--- src/design/arlc_pkg.sv ---
`default_nettype none

package arlc_pkg;

  localparam int unsigned DATA_W  = 32;
  localparam int unsigned OUT_W   = 31;
  localparam int unsigned CFG_W   = 4;
  localparam int unsigned WGT_W   = 33;
  localparam int unsigned PROD_W  = DATA_W + WGT_W;
  localparam int unsigned SUM_W   = PROD_W + 1;
  localparam int unsigned TDATA_W = 64;

  typedef struct packed {
    logic signed [DATA_W-1:0] b;
    logic signed [DATA_W-1:0] a;
  } vec_t;

  typedef struct packed {
    logic adv;  // pipeline advances this cycle
    logic act;  // layer is applied
  } lyr_ctrl_t;

  // weight or bias in hundredths, rounded to nearest, halves up
  function automatic longint hundredths_to_fixed(input int unsigned h,
                                                 input int unsigned fb);
    longint scaled;
    scaled = longint'(h) << fb;
    return (scaled + 64'sd50) / 64'sd100;
  endfunction

endpackage

`default_nettype wire

--- src/design/arlc_layer.sv ---
`default_nettype none

module arlc_layer #(
  parameter int unsigned LAYER_IDX = 0,
  parameter int unsigned FRAC_BITS = 16
) (
  input  wire                   clk_i,
  input  wire                   rst_ni,
  input  arlc_pkg::lyr_ctrl_t   ctrl_i,
  input  wire                   valid_i,
  input  arlc_pkg::vec_t        vec_i,
  output logic                  valid_o,
  output arlc_pkg::vec_t        vec_o
);
  import arlc_pkg::*;

  localparam logic signed [WGT_W-1:0] W00 =
    WGT_W'(hundredths_to_fixed(50 + LAYER_IDX, FRAC_BITS));
  localparam logic signed [WGT_W-1:0] W01 = WGT_W'(hundredths_to_fixed(10, FRAC_BITS));
  localparam logic signed [WGT_W-1:0] W10 = WGT_W'(hundredths_to_fixed(15, FRAC_BITS));
  localparam logic signed [WGT_W-1:0] W11 =
    WGT_W'(hundredths_to_fixed(55 + LAYER_IDX, FRAC_BITS));
  localparam logic signed [SUM_W-1:0] B0 =
    SUM_W'(hundredths_to_fixed(2 * LAYER_IDX, FRAC_BITS));
  localparam logic signed [SUM_W-1:0] B1 =
    SUM_W'(hundredths_to_fixed(LAYER_IDX, FRAC_BITS));
  localparam logic signed [SUM_W-1:0] SAT_MAX = SUM_W'(64'sd2147483647);

  logic                     valid1_q;
  logic signed [PROD_W-1:0] p00_q, p01_q, p10_q, p11_q;
  vec_t                     vec1_q;
  logic                     valid2_q;
  vec_t                     vec2_q, vec2_d;
  logic signed [SUM_W-1:0]  sum0, sum1;

  // stage 1: products
  always_ff @(posedge clk_i or negedge rst_ni) begin
    if (!rst_ni) begin
      valid1_q <= 1'b0;
    end else if (ctrl_i.adv) begin
      valid1_q <= valid_i;
    end
  end

  always_ff @(posedge clk_i) begin
    if (ctrl_i.adv) begin
      p00_q  <= W00 * $signed(vec_i.a);
      p01_q  <= W01 * $signed(vec_i.b);
      p10_q  <= W10 * $signed(vec_i.a);
      p11_q  <= W11 * $signed(vec_i.b);
      vec1_q <= vec_i;
    end
  end

  // stage 2: floor shift, sum, saturate, ReLU, or pass the input through when not applied
  function automatic logic signed [DATA_W-1:0] sat_relu(input logic signed [SUM_W-1:0] s);
    logic signed [DATA_W-1:0] r;
    if (s < 0) begin
      r = '0;
    end else if (s > SAT_MAX) begin
      r = SAT_MAX[DATA_W-1:0];
    end else begin
      r = s[DATA_W-1:0];
    end
    return r;
  endfunction

  always_comb begin
    sum0 = SUM_W'(p00_q >>> FRAC_BITS) + SUM_W'(p01_q >>> FRAC_BITS) + B0;
    sum1 = SUM_W'(p10_q >>> FRAC_BITS) + SUM_W'(p11_q >>> FRAC_BITS) + B1;
    if (ctrl_i.act) begin
      vec2_d.a = sat_relu(sum0);
      vec2_d.b = sat_relu(sum1);
    end else begin
      vec2_d = vec1_q;
    end
  end

  always_ff @(posedge clk_i or negedge rst_ni) begin
    if (!rst_ni) begin
      valid2_q <= 1'b0;
    end else if (ctrl_i.adv) begin
      valid2_q <= valid1_q;
    end
  end

  always_ff @(posedge clk_i) begin
    if (ctrl_i.adv) begin
      vec2_q <= vec2_d;
    end
  end

  assign valid_o = valid2_q;
  assign vec_o   = vec2_q;

endmodule

`default_nettype wire

--- config.mk ---
export PLATFORM = sky130hd
export DESIGN_NAME = arlc_layer
export DESIGN_NICKNAME = d
export VERILOG_FILES = /design/src/design/arlc_pkg.sv /design/src/design/arlc_layer.sv
export SDC_FILE = /design/constraint.sdc
export NUM_CORES = 2
export LEC_CHECK = 0
export BUFFER_PORTS_ARGS = -buffer_cell sky130_fd_sc_hd__buf_2
export CORE_UTILIZATION = 65
export CTS_CLUSTER_DIAMETER = 80
export CTS_CLUSTER_SIZE = 10
export DETAILED_ROUTE_END_ITERATION = 7
export PLACE_DENSITY_LB_ADDON = 0.08
export SYNTH_ARGS = -nofsm -noshare
export SYNTH_HDL_FRONTEND = slang
export SYNTH_SLANG_ARGS = --single-unit
--- constraint.sdc ---
create_clock -name clk_i -period 7 [get_ports clk_i]
set_clock_uncertainty 0.05 [all_clocks]
set_input_delay 1.05 -clock clk_i [delete_from_list [all_inputs] [get_ports clk_i]]
set_output_delay 1.05 -clock clk_i [all_outputs]
set_load 0.03 [all_outputs]
==> flow_metrics.env <==
export IMPL_yosysTopAreaCell="fa_1"
export IMPL_clk_pin_slew_ps=60
export IMPL_htree_levels=1
export IMPL_syn_cell_area_sq_um=32670
export IMPL_firstDrtPassIters=5
export IMPL_crit_chain="buf_2 -> ha_1 -> xor2_1 -> xor2_1 -> ha_1 -> inv_1 -> fa_1 -> inv_1 -> fa_1 -> fa_1 -> ha_1 -> nand4_1 -> or2_0 -> o31ai_1 -> a21boi_1 -> o211a_1 -> o31a_1 -> nor3_1 -> a211o_1 -> o41ai_1"
export IMPL_start_kind="input port"
export IMPL_synthFlopType="edfxtp_1"
export IMPL_use_met3_pct=4.463
export IMPL_finalWirelength_mm=82.74
export IMPL_worst_slack_ps=364.8
export IMPL_drt_iter0_markers=1407
export IMPL_yosysSeqAreaShare_pct=20.56
export IMPL_grt_total_usage_pct=33.71
export IMPL_post_cts_setup_buffer_count=0
export IMPL_ff2ff_path_depth=14
export IMPL_area_growth_pct=7.509
export IMPL_cts_resized_gates=0
export IMPL_synth_most_common_cell="inv_1"
export IMPL_synthTopCellsByArea="fa_1 28%, ha_1 21%, edfxtp_1 20%"
export IMPL_coreArea_sq_um=49250
export IMPL_route_detailed_drc=0
export IMPL_insertion_delay_ps=560
export IMPL_min_period_ps=6635
export IMPL_vias_per_cell=5.799
export IMPL_io_buffers=133
export IMPL_status="completed"
export IMPL_num_vias=22680
export IMPL_top_usage_layer="met2"
export IMPL_start_util_pct=66.34
export IMPL_yosysWarnings=0
export IMPL_nNetsFinal=4314
export IMPL_dp_slack_ps=-48.03
export IMPL_synth_cells=3057
export IMPL_num_io_pins=134
export IMPL_grt_pass1_vias=23940
export IMPL_critPathCaptureType="register"
export IMPL_dieArea_sq_um=51170
export IMPL_grt_overflow_total=0
export IMPL_final_cells=3911
export IMPL_layout_drive_gt1_share_pct=8.192
export IMPL_timing_critical_path_buf_inv=3
export IMPL_ys_seq_elements=224
export IMPL_final_util_pct=71.32
export IMPL_yosysTopAreaCellShare_pct=27.88
export IMPL_required_ps=7260
export IMPL_r2r_setup_slack_ps=2720
export IMPL_worst_pin_slew_ps=997.4
export IMPL_final_antenna_net_count=0
export IMPL_synthArstFlopShare_pct=0.8929
export IMPL_relSlewSlack_pct=33.51
export IMPL_cp_slowest_stage_delay_ps=680
export IMPL_syn_avg_cell_area_sq_um=10.69
export IMPL_final_period_utilization_pct=94.79
export IMPL_rsz0062_at_grt="no"
export IMPL_clk_path_buf_depth=3
export IMPL_cts_sinks=224
export IMPL_r2r_end="vec_o[32]"
export IMPL_use_met2_pct=58.65
export IMPL_path_max_fanout=7
export IMPL_path_delay_family="adder cells"
export IMPL_use_met1_pct=41.92
export IMPL_cp_arrival_ps=6890
export IMPL_numPlacedInstances=3874
export IMPL_grt_pass1_wl_mm=129.0
export IMPL_hold_path_class="input port to async pin"
export IMPL_hold_buffers=0
export IMPL_synth_common_cells="697 x inv_1, 552 x ha_1, 455 x fa_1"
export IMPL_dp_hpwl_mm=70.52
export IMPL_antenna_found_initial=1
export IMPL_crit_type="input port to register"
export IMPL_cap_violations=0
export IMPL_cts_tree="done"
export IMPL_grt_max_degree=123
export IMPL_r2r_start="p10_q[16]"
export IMPL_maxSlewViolCount=0
export IMPL_clockRootBuffer="clkbuf_16"
export IMPL_die_y_microns=226.2
export IMPL_crit_slowest_cell="xor2_1"
export IMPL_whs_ps=250.9
export IMPL_synth_cell_type_count=76
export IMPL_globalplace_congestion=0.9678
export IMPL_synth_fp_nets=4133
export IMPL_synth_edf_count=222
export IMPL_insertedDiodeCount=0
export IMPL_setup_viol_count_final=0
export IMPL_die_w_microns=226.2
export IMPL_fmax_mhz=150.7
export IMPL_hold_viol=0
export IMPL_wl_per_cell_microns=21.16
export IMPL_cts_buffers=26
export IMPL_rows=81
[metal layers]
layer / vias to the layer above / wire length [microns]
met1: 11360 / 33020
li1: 10500 / -
met3: 173 / 4259
met4: 0 / 3995
met5: - / 0
met2: 649 / 41460
[layout by cell type, fill, tap and decap left out, types with 9 or more instances in the layout]
cell       count
a211o_1       12
a211oi_1      23
a211oi_2      31
a21o_1        60
a21oi_1      128
a31oi_1       22
and2_1        15
and3_1        14
buf_2        132
buf_4         49
clkbuf_16     26
edfxtp_1     222
fa_1         455
ha_1         552
inv_1        697
nand2_1      105
nand2b_1      29
nand3_1       29
nand4_1       12
nor2_1       133
nor2b_1       21
nor3_1        23
o211ai_1       9
o21a_1        22
o21ai_0       73
o21bai_1      18
o2bb2ai_1     21
o31ai_1       11
xnor2_1      106
xor2_1        81
[through the flow]
stage | instance area [sq um] | setup TNS [ps]
finish | 35130 | 0
global route | 35130 | 0
CTS | 35130 | 0
detailed placement | 34400 | -134.6
global placement | 34400 | -232.2
floorplan | 32670 | 0
[sequential cells by signal, summed over array words and instances, names as in the netlist]
| signal | cells |
|---|---|
| p01_q | 30 |
| valid1_q | 1 |
| p10_q | 31 |
| p11_q | 35 |
| vec1_q | 62 |
| valid_o | 1 |
| vec_o | 64 |
[worst max path at each step]
stage | slack (ps) | end | startpoint | depth (start not counted)
5_1_grt | 150 | p11_q[46] | vec_i[38] | 20
3_5_place_dp | -50 | p01_q[39] | vec_i[38] | 21
4_1_cts | 500 | p01_q[39] | vec_i[38] | 21
6_report | 360 | p11_q[42] | vec_i[38] | 20
2_1_floorplan | 440 | p11_q[41] | vec_i[43] | 21
3_3_place_gp | -90 | p11_q[46] | vec_i[38] | 20
[layout make-up]
type	instances	area, sq um
fillers	3683	14130
clock buffers	34	680.7
multi-input cells	2106	23190
flip-flops and latches	224	6716
repair buffers	182	1044
well taps	664	830.8
clock inverters	3	50.05
inverters	698	2620
[logic make-up (layout without fill, tap and decap cells)]
family          after synthesis  count (layout)  synth area share, %
fa+ha+maj                  1007            1007                49.02
buf+inv                     727             917                8.486
simple gates                408             408                5.905
flops                       224             224                20.56
compound gates              492             492                10.63
xor+xnor                    187             187                5.013
mux                          12              12               0.3906
Power is left out: the tool's default activity adds up to more than one toggle a clock period on the data nets, which glitch-free logic cannot reach.
